===== src/hw/rtl/mvt_pkg.sv =====
package mvt_pkg;

  // Command codes of the input channel
  localparam logic [1:0] CMD_LOAD_ROW = 2'd0;
  localparam logic [1:0] CMD_VEC4     = 2'd1;
  localparam logic [1:0] CMD_POINT    = 2'd2;

  // Matrix rows, vector elements and result lanes
  localparam int unsigned N_LANES = 4;

  // Width of every channel field that carries a Q16.16 element
  localparam int unsigned FIELD_W = 32;

  // Per-stage advance enables, shared by the lanes and the merge stage
  typedef struct packed {
    logic en1;
    logic en2;
    logic en3;
    logic en4;
    logic en5;
  } mvt_adv_t;

endpackage


===== src/hw/rtl/mvt_matrix.sv =====
module mvt_matrix #(
  parameter int unsigned FRAC_BITS  = 16,
  parameter int unsigned IN_W       = 32
) (
  input  logic                                            clk,
  input  logic                                            rst_n,
  input  logic                                            wr_en,
  input  logic [1:0]                                      wr_row,
  input  logic [mvt_pkg::N_LANES-1:0][IN_W-1:0]           wr_data,
  output logic [mvt_pkg::N_LANES-1:0][mvt_pkg::N_LANES-1:0][IN_W-1:0] mat
);

  // 1.0 in fixed point, clipped to the largest element when it does not fit
  localparam bit ONE_FITS = (FRAC_BITS < IN_W - 1);
  localparam logic [IN_W-1:0] ONE_V =
    ONE_FITS ? (IN_W'(1) << FRAC_BITS) : {1'b0, {(IN_W-1){1'b1}}};

  logic [mvt_pkg::N_LANES-1:0][mvt_pkg::N_LANES-1:0][IN_W-1:0] mat_r;

  // Reset to identity, overwrite one row on a load transfer
  always_ff @(posedge clk) begin
    if (!rst_n) begin
      for (int r = 0; r < mvt_pkg::N_LANES; r++) begin
        for (int c = 0; c < mvt_pkg::N_LANES; c++) begin
          mat_r[r][c] <= (r == c) ? ONE_V : '0;
        end
      end
    end else if (wr_en) begin
      mat_r[wr_row] <= wr_data;
    end
  end

  assign mat = mat_r;

endmodule


===== config.mk =====
export PLATFORM = sky130hd
export DESIGN_NAME = mvt_matrix
export DESIGN_NICKNAME = d
export VERILOG_FILES = /design/src/hw/rtl/mvt_pkg.sv /design/src/hw/rtl/mvt_matrix.sv
export SDC_FILE = /design/constraint.sdc
export NUM_CORES = 1
export LEC_CHECK = 0
export BUFFER_PORTS_ARGS = -buffer_cell sky130_fd_sc_hd__buf_2
export CORE_AREA = 10 10 241 243
export CTS_CLUSTER_DIAMETER = 120
export DETAILED_ROUTE_END_ITERATION = 8
export DIE_AREA = 0 0 251 253
export PLACE_DENSITY = 0.63
export SYNTH_ARGS = -nofsm -noshare
export SYNTH_HDL_FRONTEND = slang
export SYNTH_SLANG_ARGS = --single-unit
export TNS_END_PERCENT = 30

===== constraint.sdc =====
create_clock -name clk -period 1.4 [get_ports clk]
set_input_delay 0.28 -clock clk [delete_from_list [all_inputs] [get_ports clk]]
set_output_delay 0.28 -clock clk [all_outputs]
set_load 0.005 [all_outputs]

==> metrics.md <==
| Metric | Value |
|---|---|
| Status | `complete, no violations` |
| Post-Syn Instances | `between 1500 and 2000` |
| RSZ-0062 raised after global routing | `no` |
| Clk buf depth | `3` |
| Synthesized area | `18500 sq um` |
| IO Port Bufs | `~640` |
| Tot Pwr | `about 33 mW` |
| CP bufs+invs | `1` |
| CTS clk-pin slew, worst paths | `approximately 60 ps` |
| Clk_lat worst skew | `570 ps` |
| Top-area cell type share of the netlist area | `0.554` |
| Vias in the first global route | `16000` |
| Fraction of layout cells with a size suffix above 1 | `0.378` |
| CP max stage cell | `dfxtp_1` |
| Worst EP arrival | `between 1000 and 1500 ps` |
| Initial antenna violation count | `0` |
| Setup Viol. Count Final | `0` |
| Type of element capturing the critical path | `primary output` |
| Commonest non-fill, non-tap cells in the layout | `636 x nand2_1, 623 x buf_2, 508 x mux2i_1` |
| CTS buffer count | `53` |
| Final Hold Viols | `0` |
| Max FFs per register | `~510` |
| Critical path fanouts, max | `2` |
| CP max stage delay | `~370 ps` |
| DR WL/cell | `just under 20 um` |
| HP Class | `in -> reg` |
| Htree depth | `2` |
| Largest delay contributor family on the critical path | `flip-flops` |
| Synth area leader | `dfxtp_1` |
| Synth warn | `0` |
| Slew @ Worst Pin | `about 330 ps` |
| Area after DPL | `approximately 23000 sq um` |
| DR vias/cell | `approximately 4.7` |
| Die Span X | `between 200 and 300 um` |
| Area growth syn-to-layout | `36.9%` |
| Core Area | `about 53000 sq um` |
| GRT overflow | `0` |
| Vias | `15200` |
| DRT iter0 DRCs | `around 630` |
| First-pass GRT wire length | `roughly 96 mm` |
| Post-DP HPWL | `49.1 mm` |
| Root buffer selected by CTS | `clkbuf_16` |
| Setup Buffers After CTS | `0` |
| DRC viols | `0` |
| CP startpoint kind | `flop` |
| Total GRT Usage | `0.190` |
| Worst Path Required | `~1100 ps` |
| Top cells by area, synth | `dfxtp_1 55%, mux2i_1 27%, nand2_1 13%` |
| Final wirelength | `~64 mm` |
| Max_cap viols | `0` |
| Syn Area/Cell | `10.3 sq um` |
| Power density over the cells | `1290 nW/um^2` |
| Min cycle time layout | `between 1000 and 1500 ps` |
| Clk sinks | `slightly above 500` |
| Worst Setup Slack post-DPL | `-72.6 ps` |
| Setup ws final | `between 30 and 40 ps` |
| Relative slew slack | `0.782` |
| Die height | `approximately 250 um` |
| CTS tree | `built` |
| Commonest non-fill, non-tap cell in the layout | `nand2_1` |
| Critical Path, Cell by Cell | `buf_2` |
| Peak supply drop | `approximately 0.00093 V` |
| Seq cells post-synth | `512` |
| Die area | `approximately 64000 sq um` |
| Final GP Congestion | `0.857` |
| Number of inserted diodes | `0` |
| Final critical-path share of the clock period | `0.975` |
| Skew final | `0 ps` |
| Sequential area share after synthesis | `0.554` |
| Final Instance Area | `around 25000 sq um` |
| Leak pwr | `between 10 and 15 nW` |
| FP Rows | `85` |
| Post-synth net total | `1931` |
| Netlist cell types | `18` |
| FMAX | `about 730 MHz` |
| Setup Crit Path Kind | `reg -> out` |
| Layout net count | `~2600` |
| Fin. max-slew vios | `0` |
| Fill cells | `between 4000 and 5000` |
| Drt first pass iters | `5` |
| Number of I/O pins | `~650` |
| Largest net degree at the start of global routing | `50` |
| Routed Antenna Nets | `0` |
| Initial Util | `0.347` |
-- layer usage --
layer,vias to the layer above,share of wire,global-route usage
met2,500,0.51,0.338
met1,7295,0.39,0.211
met3,101,0.075,0.0577
met4,0,0.028,0.0632
li1,7289,-,-
met5,-,0,0
-- worst reg2reg max path: cells and delay by family (launching register included) --
| family | cells | cell delay, ps |
|---|---|---|
| and+or+nand+nor | 1 | 50 |
| DFF | 1 | 370 |
| muxes | 1 | 150 |
-- layout make-up --
cell class	count	area [sq um]	area share
well taps	696	871	0.0344
multi-input cells	1157	7600	0.300
flip-flops and latches	512	10400	0.410
repair buffers	760	4660	0.184
clock inverters	17	199	0.00785
inverters	2	7.51	0.000296
clock buffers	78	1600	0.0633
-- stage by stage --
stage / std cells / utilization / TNS [ps] / hold WS, ps
floorplan: 1798 / - / 0 / 451
global placement: 3121 / 0.436 / -213 / 440
detailed placement: 3121 / 0.436 / -1570 / 446
CTS: 3222 / 0.474 / 0 / 0.497
global route: 3222 / 0.476 / 0 / 11.7
finish: 3222 / 0.476 / 0 / 34.5
-- path summary, 6_finish.rpt --
| check | endpoint | cells after the start | slack, ps | from |
|---|---|---|---|---|
| max | mat[444] | 1 | 30 | mat[444] |
| min | mat[221] | 3 | 30 | wr_data[93] |
| max reg2reg | mat[498] | 2 | 740 | mat[498] |
| min reg2reg | mat[117] | 2 | 450 | mat[117] |
-- report_power, final --
group          switching, mW  internal [mW]
Combinational           1.56           1.25
Clock                   5.84           8.64
Sequential             0.315           15.1
Total                   7.71           25.0
-- synth_stat cells --
master	instances
dfxtp_1	512
or4bb_1	1
nand2_1	636
mux2i_1	508
clkbuf_1	38
buf_2	45
a31oi_1	1
buf_6	1
buf_4	33
o21ai_0	1
inv_1	2
nand3b_1	2
and4b_1	3
a211o_1	2
nand3_1	1
buf_1	10
nor3b_2	1
o211ai_1	1
-- kinds of logic after synthesis --
group / Yosys count / share of synthesized area
multiplexers: 508 / 0.275
AO/OA/AOI/OAI: 5 / 0.00196
flip-flops: 512 / 0.554
AND/OR/NAND/NOR: 644 / 0.133
buffers and inverters: 129 / 0.0363
-- what timing repair did --
item | in CTS | in global routing
pin swaps | 0 | 0
hold endpoints to repair | 13 | 0
endpoints found under the setup margin | 76 | 51
resized for setup | 80 | 54
hold buffers | 6 | 0
(Power assumes the default switching activity.)
